**src/hw/rtl/centered_window_track_smoother_defines.svh**
```systemverilog
// assertion macros shared by the smoother rtl
// depends on nothing; define ASSERT_OFF to drop all checks
`ifndef CENTERED_WINDOW_TRACK_SMOOTHER_DEFINES_SVH
`define CENTERED_WINDOW_TRACK_SMOOTHER_DEFINES_SVH
`ifndef ASSERT_OFF
`define CWTS_ASSERT(label, clock, reset, prop, msg) \
  label: assert property (@(posedge clock) disable iff (reset) prop) else $error(msg);
`define CWTS_ASSERT_NEXT(label, clock, reset, pre, post, msg) \
  label: assert property (@(posedge clock) disable iff (reset) (pre) |=> (post)) \
    else $error(msg);
`else
`define CWTS_ASSERT(label, clock, reset, prop, msg)
`define CWTS_ASSERT_NEXT(label, clock, reset, pre, post, msg)
`endif
`endif

```
**src/hw/rtl/cwts_pkg.sv**
```systemverilog
// shared types and constants for the centered window track smoother
// used by controller, datapath and top level
`timescale 1ns / 1ps
package cwts_pkg;
  localparam int HALF_WIDTH = 5;
  localparam int CNT_WIDTH = 6;
  localparam int PCOUNT_WIDTH = 16;
  localparam int CFG_INDEX_WIDTH = 2;

  localparam logic [CFG_INDEX_WIDTH-1:0] CFG_SMOOTHING_WINDOW = 2'd0;
  localparam logic [CFG_INDEX_WIDTH-1:0] CFG_FIT_ERROR_LIMIT = 2'd1;

  typedef enum logic [3:0] {
    S_IDLE, S_FIRST, S_SETUP, S_READ, S_DRAIN, S_DIVINIT, S_DIV, S_OUT, S_DONE
  } state_t;

  typedef struct packed {
    logic accept;
    logic load_first;
    logic load_flush;
    logic setup;
    logic read;
    logic div_init;
    logic div_step;
    logic out_load;
    logic next_d;
    logic finish;
  } cmd_t;

  typedef struct packed {
    logic first_emit;
    logic flush_nonempty;
    logic flush_mode;
    logic more_flush;
    logic read_last;
    logic div_done;
    logic out_free;
  } status_t;
endpackage

```
**src/hw/rtl/cwts_ram.sv**
```systemverilog
// generic single write port ram with registered read
// no dependencies
`timescale 1ns / 1ps
module cwts_ram #(
  parameter int WIDTH = 52,
  parameter int DEPTH = 64
) (
  input  logic                     clk,
  input  logic                     we,
  input  logic [$clog2(DEPTH)-1:0] waddr,
  input  logic [WIDTH-1:0]         wdata,
  input  logic                     re,
  input  logic [$clog2(DEPTH)-1:0] raddr,
  output logic [WIDTH-1:0]         rdata
);
  logic [WIDTH-1:0] mem [DEPTH];

  always_ff @(posedge clk) begin
    if (we) begin
      mem[waddr] <= wdata;
    end
    if (re) begin
      rdata <= mem[raddr];
    end
  end
endmodule

```
**src/hw/rtl/cwts_ctrl.sv**
```systemverilog
// sequencing state machine for the smoother
// depends on cwts_pkg
`timescale 1ns / 1ps
module cwts_ctrl (
  input  logic              clk,
  input  logic              rst,
  input  logic              in_valid,
  output logic              in_ready,
  input  cwts_pkg::status_t st,
  output cwts_pkg::cmd_t    cmd
);
  cwts_pkg::state_t state, state_next;

  always_ff @(posedge clk) begin
    if (rst) begin
      state <= cwts_pkg::S_IDLE;
    end else begin
      state <= state_next;
    end
  end

  always_comb begin
    state_next = state;
    unique case (state)
      cwts_pkg::S_IDLE: begin
        if (in_valid) state_next = cwts_pkg::S_FIRST;
      end
      cwts_pkg::S_FIRST: begin
        if (st.first_emit || st.flush_nonempty) state_next = cwts_pkg::S_SETUP;
        else state_next = cwts_pkg::S_DONE;
      end
      cwts_pkg::S_SETUP: state_next = cwts_pkg::S_READ;
      cwts_pkg::S_READ: begin
        if (st.read_last) state_next = cwts_pkg::S_DRAIN;
      end
      cwts_pkg::S_DRAIN: state_next = cwts_pkg::S_DIVINIT;
      cwts_pkg::S_DIVINIT: state_next = cwts_pkg::S_DIV;
      cwts_pkg::S_DIV: begin
        if (st.div_done) state_next = cwts_pkg::S_OUT;
      end
      cwts_pkg::S_OUT: begin
        if (st.out_free) begin
          if (st.more_flush || (!st.flush_mode && st.flush_nonempty)) begin
            state_next = cwts_pkg::S_SETUP;
          end else begin
            state_next = cwts_pkg::S_DONE;
          end
        end
      end
      cwts_pkg::S_DONE: state_next = cwts_pkg::S_IDLE;
      default: state_next = cwts_pkg::S_IDLE;
    endcase
  end

  always_comb begin
    cmd = '0;
    in_ready = 1'b0;
    unique case (state)
      cwts_pkg::S_IDLE: begin
        in_ready = 1'b1;
        cmd.accept = in_valid;
      end
      cwts_pkg::S_FIRST: begin
        if (st.first_emit) cmd.load_first = 1'b1;
        else if (st.flush_nonempty) cmd.load_flush = 1'b1;
      end
      cwts_pkg::S_SETUP: cmd.setup = 1'b1;
      cwts_pkg::S_READ: cmd.read = 1'b1;
      cwts_pkg::S_DRAIN: ;
      cwts_pkg::S_DIVINIT: cmd.div_init = 1'b1;
      cwts_pkg::S_DIV: cmd.div_step = !st.div_done;
      cwts_pkg::S_OUT: begin
        if (st.out_free) begin
          cmd.out_load = 1'b1;
          if (st.more_flush) cmd.next_d = 1'b1;
          else if (!st.flush_mode && st.flush_nonempty) cmd.load_flush = 1'b1;
        end
      end
      cwts_pkg::S_DONE: cmd.finish = 1'b1;
      default: ;
    endcase
  end
endmodule

```
**src/hw/rtl/cwts_datapath.sv**
```systemverilog
// ring storage, window sum, iterative divider and output register
// depends on cwts_pkg, cwts_ram and the assertion macro header
`timescale 1ns / 1ps
`include "centered_window_track_smoother_defines.svh"
module cwts_datapath #(
  parameter int RING_DEPTH = 64,
  parameter int VALUE_WIDTH = 32,
  parameter int TIME_WIDTH = 20
) (
  input  logic                                  clk,
  input  logic                                  rst,
  input  cwts_pkg::cmd_t                        cmd,
  output cwts_pkg::status_t                     st,
  input  logic [cwts_pkg::HALF_WIDTH-1:0]       half,
  input  logic [31:0]                           limit,
  input  logic signed [VALUE_WIDTH-1:0]         in_value,
  input  logic [TIME_WIDTH-1:0]                 in_time,
  input  logic                                  in_present,
  input  logic [31:0]                           in_fit_error,
  input  logic                                  in_run_end,
  output logic                                  out_valid,
  input  logic                                  out_ready,
  output logic signed [VALUE_WIDTH-1:0]         out_value,
  output logic [TIME_WIDTH-1:0]                 out_time,
  output logic                                  out_warning,
  output logic                                  out_last
);
  localparam int AW = $clog2(RING_DEPTH);
  localparam int HW = cwts_pkg::HALF_WIDTH;
  localparam int CW = cwts_pkg::CNT_WIDTH;
  localparam int PW = cwts_pkg::PCOUNT_WIDTH;
  localparam int SUMW = VALUE_WIDTH + CW;
  localparam int DCW = $clog2(SUMW + 1);
  localparam int RW = VALUE_WIDTH + TIME_WIDTH;

  logic [AW-1:0] wp;
  logic [PW-1:0] count;
  logic warn, item_present, item_ending, flush_mode;
  logic [HW-1:0] d;
  logic [AW-1:0] k, k_end;
  logic [CW-1:0] cnt;
  logic signed [SUMW-1:0] sum;
  logic rd_pend, rd_center;
  logic [TIME_WIDTH-1:0] time_hold;
  logic [CW-1:0] rem;
  logic [SUMW-1:0] dq;
  logic neg;
  logic [DCW-1:0] div_left;

  logic [RW-1:0] rdata;
  logic [AW:0] slot_sum;
  logic [AW-1:0] slot;
  logic [HW-1:0] m, back;
  logic [PW-1:0] avail;
  logic [CW:0] rem_sh;
  logic [SUMW-1:0] mag;

  always_comb begin
    slot_sum = (AW+1)'(wp) + (AW+1)'(RING_DEPTH - 1) - (AW+1)'(k);
    if (slot_sum >= (AW+1)'(RING_DEPTH)) slot_sum = slot_sum - (AW+1)'(RING_DEPTH);
    slot = slot_sum[AW-1:0];
    m = (count < PW'(half)) ? count[HW-1:0] : half;
    avail = count - PW'(1) - PW'(d);
    back = (avail < PW'(half)) ? avail[HW-1:0] : half;
    rem_sh = {rem, dq[SUMW-1]};
    mag = sum[SUMW-1] ? SUMW'(-sum) : SUMW'(sum);
  end

  cwts_ram #(.WIDTH(RW), .DEPTH(RING_DEPTH)) u_ring (
    .clk   (clk),
    .we    (cmd.accept && in_present),
    .waddr (wp),
    .wdata ({in_time, in_value}),
    .re    (cmd.read),
    .raddr (slot),
    .rdata (rdata)
  );

  always_comb begin
    st.first_emit = item_present && (count > PW'(half));
    st.flush_nonempty = item_ending && (m != '0);
    st.flush_mode = flush_mode;
    st.more_flush = flush_mode && (d != '0);
    st.read_last = (k == k_end);
    st.div_done = (div_left == '0);
    st.out_free = !out_valid || out_ready;
  end

  always_ff @(posedge clk) begin
    if (rst) begin
      wp <= '0;
      count <= '0;
      warn <= 1'b0;
      item_present <= 1'b0;
      item_ending <= 1'b0;
      flush_mode <= 1'b0;
      rd_pend <= 1'b0;
      div_left <= '0;
      out_valid <= 1'b0;
    end else begin
      rd_pend <= cmd.read;
      if (cmd.accept) begin
        item_present <= in_present;
        item_ending <= in_run_end;
        if (in_present) begin
          wp <= (wp == AW'(RING_DEPTH - 1)) ? '0 : wp + AW'(1);
          if (count != '1) count <= count + PW'(1);
          if (in_fit_error >= limit) warn <= 1'b1;
        end
      end
      if (cmd.load_first) flush_mode <= 1'b0;
      if (cmd.load_flush) flush_mode <= 1'b1;
      if (cmd.div_init) div_left <= DCW'(SUMW);
      if (cmd.div_step) div_left <= div_left - DCW'(1);
      if (cmd.out_load) out_valid <= 1'b1;
      else if (out_ready) out_valid <= 1'b0;
      if (cmd.finish && item_ending) begin
        count <= '0;
        wp <= '0;
        warn <= 1'b0;
      end
    end
  end

  always_ff @(posedge clk) begin
    if (cmd.load_first) d <= half;
    if (cmd.load_flush) d <= m - HW'(1);
    if (cmd.next_d) d <= d - HW'(1);
    if (cmd.setup) begin
      k <= '0;
      k_end <= AW'(CW'(d) + CW'(back));
      cnt <= CW'(d) + CW'(back) + CW'(1);
    end
    if (cmd.read) begin
      k <= k + AW'(1);
      rd_center <= (k == AW'(d));
    end
    if (cmd.setup || (cmd.finish && item_ending)) begin
      sum <= '0;
    end else if (rd_pend) begin
      sum <= sum + SUMW'(signed'(rdata[VALUE_WIDTH-1:0]));
    end
    if (rd_pend && rd_center) time_hold <= rdata[RW-1:VALUE_WIDTH];
    if (cmd.div_init) begin
      neg <= sum[SUMW-1];
      dq <= mag;
      rem <= '0;
    end
    if (cmd.div_step) begin
      if (rem_sh >= {1'b0, cnt}) begin
        rem <= CW'(rem_sh - {1'b0, cnt});
        dq <= {dq[SUMW-2:0], 1'b1};
      end else begin
        rem <= rem_sh[CW-1:0];
        dq <= {dq[SUMW-2:0], 1'b0};
      end
    end
    if (cmd.out_load) begin
      out_value <= VALUE_WIDTH'(neg ? SUMW'(-dq) : dq);
      out_time <= time_hold;
      out_warning <= warn;
      out_last <= flush_mode ? (d == '0) : (item_ending && (m == '0));
    end
  end

  `CWTS_ASSERT(a_load_free, clk, rst, cmd.out_load |-> (!out_valid || out_ready), "result overwritten")
  `CWTS_ASSERT(a_read_range, clk, rst, cmd.read |-> (k <= k_end), "window read past its end")
  `CWTS_ASSERT(a_accept_quiet, clk, rst, cmd.accept |-> !rd_pend, "item taken with a read in flight")
  `CWTS_ASSERT_NEXT(a_div_len, clk, rst, cmd.div_init, div_left == DCW'(SUMW), "divider not armed")
endmodule

```
**src/hw/rtl/centered_window_track_smoother.sv**
```systemverilog
// Centered moving-average smoother for one track curve. Each present sample goes
// into a ring; each result is the truncated mean of up to 2*half+1 neighbors, read
// one ring entry per cycle and divided by a bit-serial restoring divider of
// VALUE_WIDTH+6 steps. An item that ends a run adds one result per pending center.
// Items are taken only between items; a finished result waits in the output
// register meanwhile.
// Depends on cwts_pkg, cwts_ctrl, cwts_datapath.
`timescale 1ns / 1ps
module centered_window_track_smoother #(
  parameter int RING_DEPTH = 64,
  parameter int VALUE_WIDTH = 32,
  parameter int TIME_WIDTH = 20
) (
  input  logic                                    clk,
  input  logic                                    rst,
  input  logic                                    cfg_valid,
  output logic                                    cfg_ready,
  input  logic [cwts_pkg::CFG_INDEX_WIDTH-1:0]    cfg_index,
  input  logic [31:0]                             cfg_data,
  input  logic                                    in_valid,
  output logic                                    in_ready,
  input  logic signed [VALUE_WIDTH-1:0]           sample_value,
  input  logic [TIME_WIDTH-1:0]                   frame_time,
  input  logic                                    sample_present,
  input  logic [31:0]                             fit_error,
  input  logic                                    run_end,
  output logic                                    out_valid,
  input  logic                                    out_ready,
  output logic signed [VALUE_WIDTH-1:0]           smoothed_value,
  output logic [TIME_WIDTH-1:0]                   smoothed_time,
  output logic                                    fit_warning,
  output logic                                    last_result
);
  localparam int MAX_HALF = (RING_DEPTH - 1) / 2;
  localparam int HW = cwts_pkg::HALF_WIDTH;

  logic [5:0] smoothing_window;
  logic [31:0] fit_error_limit;
  logic [HW-1:0] half;
  cwts_pkg::cmd_t cmd;
  cwts_pkg::status_t st;

  assign cfg_ready = 1'b1;

  always_ff @(posedge clk) begin
    if (rst) begin
      smoothing_window <= '0;
      fit_error_limit <= '1;
    end else if (cfg_valid) begin
      unique case (cfg_index)
        cwts_pkg::CFG_SMOOTHING_WINDOW: smoothing_window <= cfg_data[5:0];
        cwts_pkg::CFG_FIT_ERROR_LIMIT: fit_error_limit <= cfg_data;
        default: ;
      endcase
    end
  end

  assign half = (32'(smoothing_window[5:1]) > MAX_HALF) ? HW'(MAX_HALF)
                                                         : smoothing_window[5:1];

  cwts_ctrl u_ctrl (
    .clk      (clk),
    .rst      (rst),
    .in_valid (in_valid),
    .in_ready (in_ready),
    .st       (st),
    .cmd      (cmd)
  );

  cwts_datapath #(
    .RING_DEPTH  (RING_DEPTH),
    .VALUE_WIDTH (VALUE_WIDTH),
    .TIME_WIDTH  (TIME_WIDTH)
  ) u_dp (
    .clk          (clk),
    .rst          (rst),
    .cmd          (cmd),
    .st           (st),
    .half         (half),
    .limit        (fit_error_limit),
    .in_value     (sample_value),
    .in_time      (frame_time),
    .in_present   (sample_present),
    .in_fit_error (fit_error),
    .in_run_end   (run_end),
    .out_valid    (out_valid),
    .out_ready    (out_ready),
    .out_value    (smoothed_value),
    .out_time     (smoothed_time),
    .out_warning  (fit_warning),
    .out_last     (last_result)
  );
endmodule

```
**config.mk**
```make
export PLATFORM = sky130hd
export DESIGN_NAME = centered_window_track_smoother
export DESIGN_NICKNAME = d
export VERILOG_FILES = /design/src/hw/rtl/cwts_pkg.sv /design/src/hw/rtl/cwts_ram.sv /design/src/hw/rtl/cwts_ctrl.sv /design/src/hw/rtl/cwts_datapath.sv /design/src/hw/rtl/centered_window_track_smoother.sv
export VERILOG_INCLUDE_DIRS = /design/src /design/src/hw/rtl
export SDC_FILE = /design/constraint.sdc
export NUM_CORES = 2
export LEC_CHECK = 0
export BUFFER_PORTS_ARGS = -buffer_cell sky130_fd_sc_hd__buf_2
export CAP_MARGIN = 5
export CELL_PAD_IN_SITES_DETAIL_PLACEMENT = 2
export CELL_PAD_IN_SITES_GLOBAL_PLACEMENT = 2
export CORE_UTILIZATION = 48
export CTS_BUF_LIST = sky130_fd_sc_hd__clkbuf_4
export DETAILED_ROUTE_END_ITERATION = 8
export PLACE_DENSITY = 0.89
export SYNTH_ARGS = -nofsm -noshare
export SYNTH_HDL_FRONTEND = slang
export SYNTH_SLANG_ARGS = --single-unit
```
**constraint.sdc**
```tcl
create_clock -name clk -period 4.75 [get_ports clk]
set_clock_uncertainty 0.1 [all_clocks]
set_input_delay 0.2375 -clock clk [delete_from_list [all_inputs] [get_ports clk]]
set_output_delay 0.2375 -clock clk [all_outputs]
set_load 0.02 [all_outputs]
```
==> out/results.ini, run 1 <==
[placed_design]
dp_hpwl_mm = 382.9
gp_congestion = 0.8083
io_buffer_count = 180

[outcome]
status = aborted with a tool error
stop_stage = detailed placement
tool.error = [ERROR DPL-0033] detailed placement checks failed during check placement.

[synthesis]
post-synth-top-area-fraction = 0.7408
synth_area_leaders = edfxtp_1, mux4_2, dfxtp_1, ha_1, clkbuf_1
syn_area_sq_um = 142800
avgSynthCellArea_sq_um = 21.84
syn_nets = 6778
synth.largest_area_cell = edfxtp_1
synth-seq-area-share = 0.7566
yosys_most_used_dff = edfxtp_1
synth_edf_count = 3523
ys_ff_latch = 3636
ys_types = 75
async_flop_share = 0
postSynthCellCount = 6538
yosys_warnings = 0

[floorplan]
die_h_um = 547.5
die_w_um = 547.5
initial_core_util = 0.4844
io_pins = 182
std_cell_rows = 199

==> Yosys cell counts (all sizes together), types with 32 or more instances <==
library cell	count
ha	110
nor2	225
edfxtp	3523
mux4	1040
dfxtp	113
buf	103
inv	86
a211oi	69
nand2	115
a211o	32
xor2	71
nand3	32
nor2b	73
mux2i	80
a21oi	143
o21ai	105
a21o	42
clkbuf	227
xnor2	72
==> logic make-up after synthesis <==
logic type / synth area share
AO/OA/AOI/OAI: 0.02241
buffers and inverters: 0.01099
multiplexers: 0.1700
XOR/XNOR: 0.008770
other: 0.00002626
adder cells (fa/ha/maj): 0.01034
AND/OR/NAND/NOR: 0.02082
flip-flops: 0.7566
==> per-stage QoR <==
step / TNS [ps] / instance area [sq um]
after floorplan: -88230 / 142800
after global placement: 0 / 150900
==> run 2, diff against run 1 <==
--- a/config.mk
+++ b/config.mk
@@ -8,12 +8,9 @@
 export LEC_CHECK = 0
 export BUFFER_PORTS_ARGS = -buffer_cell sky130_fd_sc_hd__buf_2
 export CAP_MARGIN = 5
-export CELL_PAD_IN_SITES_DETAIL_PLACEMENT = 2
-export CELL_PAD_IN_SITES_GLOBAL_PLACEMENT = 2
-export CORE_UTILIZATION = 48
-export CTS_BUF_LIST = sky130_fd_sc_hd__clkbuf_4
+export CORE_UTILIZATION = 35
 export DETAILED_ROUTE_END_ITERATION = 8
-export PLACE_DENSITY = 0.89
+export PLACE_DENSITY_LB_ADDON = 0.15
 export SYNTH_ARGS = -nofsm -noshare
 export SYNTH_HDL_FRONTEND = slang
 export SYNTH_SLANG_ARGS = --single-unit
==> constraint.sdc (replaced) <==
create_clock -name clk -period 6.2 [get_ports clk]
set_clock_uncertainty 0.1 [all_clocks]
set_input_delay 0.31 -clock clk [delete_from_list [all_inputs] [get_ports clk]]
set_output_delay 0.31 -clock clk [all_outputs]
set_load 0.02 [all_outputs]
==> out/results.ini, run 2 <==
[clocking]
cts-resized-gates = 0
numCtsBuffers = 399
h-tree-depth = 5
cts_sinks = 3636
cts_setup_buffers = 0
clkLatencyLatePin_ps = 980
clockRootBuffer = clkbuf_16
cts_tree = done
cts.clk_slew.worst_paths_ps = 60
cts.path.max_buffers = 4

[finish]
largest_reg_flops = 3328
largestRegisters = u_dp.u_ring.mem: 3328 flops, u_dp.u_ring.rdata: 52 flops
fin_util = 0.4110
final_cell_area_sq_um = 166900
register_area_sq_um = 108100
fin_cells = 12940
fin_nets = 7414
drive_gt1_frac = 0.2827
area_growth_pct = 16.87
final_cell_mix = edfxtp_1, mux4_2, clkbuf_16, buf_2, buf_4
final_common_cell = edfxtp_1
top_register = u_dp.u_ring.mem
multiInputGateArea_sq_um = 33730
fillers = 35440

[global_route]
first_global_vias = 72150
grt_max_degree = 102
grt_overflow = 0
track_usage = 0.2062
antenna_found_initial = 39
grt_pass1_wl_mm = 585.8

[outcome]
failed_checks = DRC
status = finished, violations left

[synthesis]
yosys_warnings = 0
yosysMostFrequentCell = edfxtp_1
yosys_most_used_dff = edfxtp_1
syn_nets = 6778
post-synth-top-area-fraction = 0.7408
async_flop_share = 0
synth.largest_area_cell = edfxtp_1
ys_ff_latch = 3636
synth_edf_count = 3523
avgSynthCellArea_sq_um = 21.84
synth_common_cells = edfxtp_1, mux4_2, clkbuf_1
synth-seq-area-share = 0.7566
postSynthCellCount = 6538
synth_area_leaders = edfxtp_1, mux4_2, dfxtp_1, ha_1, clkbuf_1
ys_types = 75
syn_area_sq_um = 142800

[detailed_routing]
drtAntennaViolNets = 0
vias = 71290
initialDrtViolationCount = 8056
wire_per_inst_um = 33.09
via_per_inst = 5.510
drt_pass1_iterations = 9
drc = 64
routed_wl_mm = 428.1

[min_path]
holdPathEnd = u_dp.u_ring.mem[58][19]
hold_depth = 1
min-delay-start = sample_value[19]
hp-class = input pin to register

[timing]
fin_setup_tns_ps = 0
fin_hold_ws_ps = 45.53
finalHoldViolations = 0
fin_ws_ps = 823.0
grt_setup_unrepaired = no
tightest_slew_ps = 1323
drv_slew = 0
setup_viol = 0
min_period_ps = 5377
slew_headroom = 0.1129
finalCritPeriodShare = 0.8673
max_freq_mhz = 186.0

[setup_path]
endpoint_kind = register
slowest_delay_ps = 1230
reg2reg_slack_ps = 820
critPathLaunchType = register
cp_cell_sequence = inv_1 > ha_4 > inv_1 > fa_4 > buf_12 > mux4_2 > mux4_2 > nor2b_1 > a211oi_1 > a21oi_1
r2r-start = u_dp.k[0]
r2r-end = u_dp.u_ring.rdata[31]
rr_worst_depth = 10
cp_slowest_cell = fa_4
cp_max_fo = 77
required_ps = 6740
path_class = register to register
arrival_ps = 5920

[power]
p_total_mw = 55.82
max-vdd-ir-drop_mv = 0.2490
power_leakage_nw = 52.54
powerDensity_nw_per_um2 = 334.4

[floorplan]
std_cell_rows = 234
die_w_um = 640.8
die_area_sq_um = 410600
initial_core_util = 0.3517
io_pins = 182
die_h_um = 640.8
core_sq_um = 406100

[placed_design]
io_buffer_count = 180
place_inst = 12070
place_ws_ps = 835.5
gp_congestion = 0.7551
placed_area_sq_um = 152700
dp_hpwl_mm = 226.4

[run]
drv_cap = 0

## run 2: worst max-delay path: cells and delay by family, from the launching register on
| family | cells | cell delay [ps] |
|---|---|---|
| mux | 2 | 860 |
| simple gates | 1 | 170 |
| fa+ha+maj | 2 | 1380 |
| buf+inv | 3 | 740 |
| flops | 1 | 500 |
| compound gates | 2 | 1220 |
## run 2: worst max-delay path by stage
stage	from	to	slack, ps	cells past startpoint
2_1_floorplan	u_ctrl.state[3]	u_dp.u_ring.mem[63][0]	1350	7
3_3_place_gp	u_dp.k[0]	u_dp.u_ring.rdata[31]	850	10
3_5_place_dp	u_dp.k[0]	u_dp.u_ring.rdata[31]	840	10
4_1_cts	u_dp.k[0]	u_dp.u_ring.rdata[31]	880	10
5_1_grt	u_dp.k[0]	u_dp.u_ring.rdata[31]	770	10
6_report	u_dp.k[0]	u_dp.u_ring.rdata[31]	820	10
## run 2: layer usage
metal  GRT usage  vias to the layer above  wire length, um
met4     0.04825                       10             9922
met3     0.03928                      582            31370
li1            -                    28850                -
met1      0.2880                    39170           182300
met2      0.3345                     2676           204500
met5           0                        -               61
## run 2: cell type report
class | count | share of cell area
antenna | 8 | 0.0001199
clock inverter | 242 | 0.01408
inverter | 86 | 0.001964
timing repair buffer | 565 | 0.03114
sequential | 3636 | 0.6474
clock buffer | 488 | 0.06246
tap | 5428 | 0.04069
multi-input combinational | 2486 | 0.2021
## run 2: report_power, final
part | internal (mW) | total [mW] | switching [mW] | leakage, nW
Sequential | 27.1 | 27.3 | 0.171 | 32.6
Combinational | 2.57 | 5.25 | 2.68 | 13.7
Clock | 13.4 | 23.3 | 9.90 | 6.22
## run 2: cell families (layout without fill, tap and decap cells)
logic type | count (synthesis) | in the layout | synth area share
flops | 3636 | 3636 | 0.7566
mux | 1125 | 1125 | 0.1700
simple gates | 605 | 605 | 0.02082
compound gates | 497 | 497 | 0.02241
buf+inv | 416 | 1381 | 0.01099
xor+xnor | 143 | 143 | 0.008770
fa+ha+maj | 115 | 115 | 0.01034
other cells | 1 | 9 | 0.00002626
## run 2: timing repair
action,4_1_cts,5_1_grt
endpoints found under the hold margin,2322,0
endpoints found under the setup margin,0,0
hold buffers,136,0
Note: power is estimated with default switching activity, not from simulation.
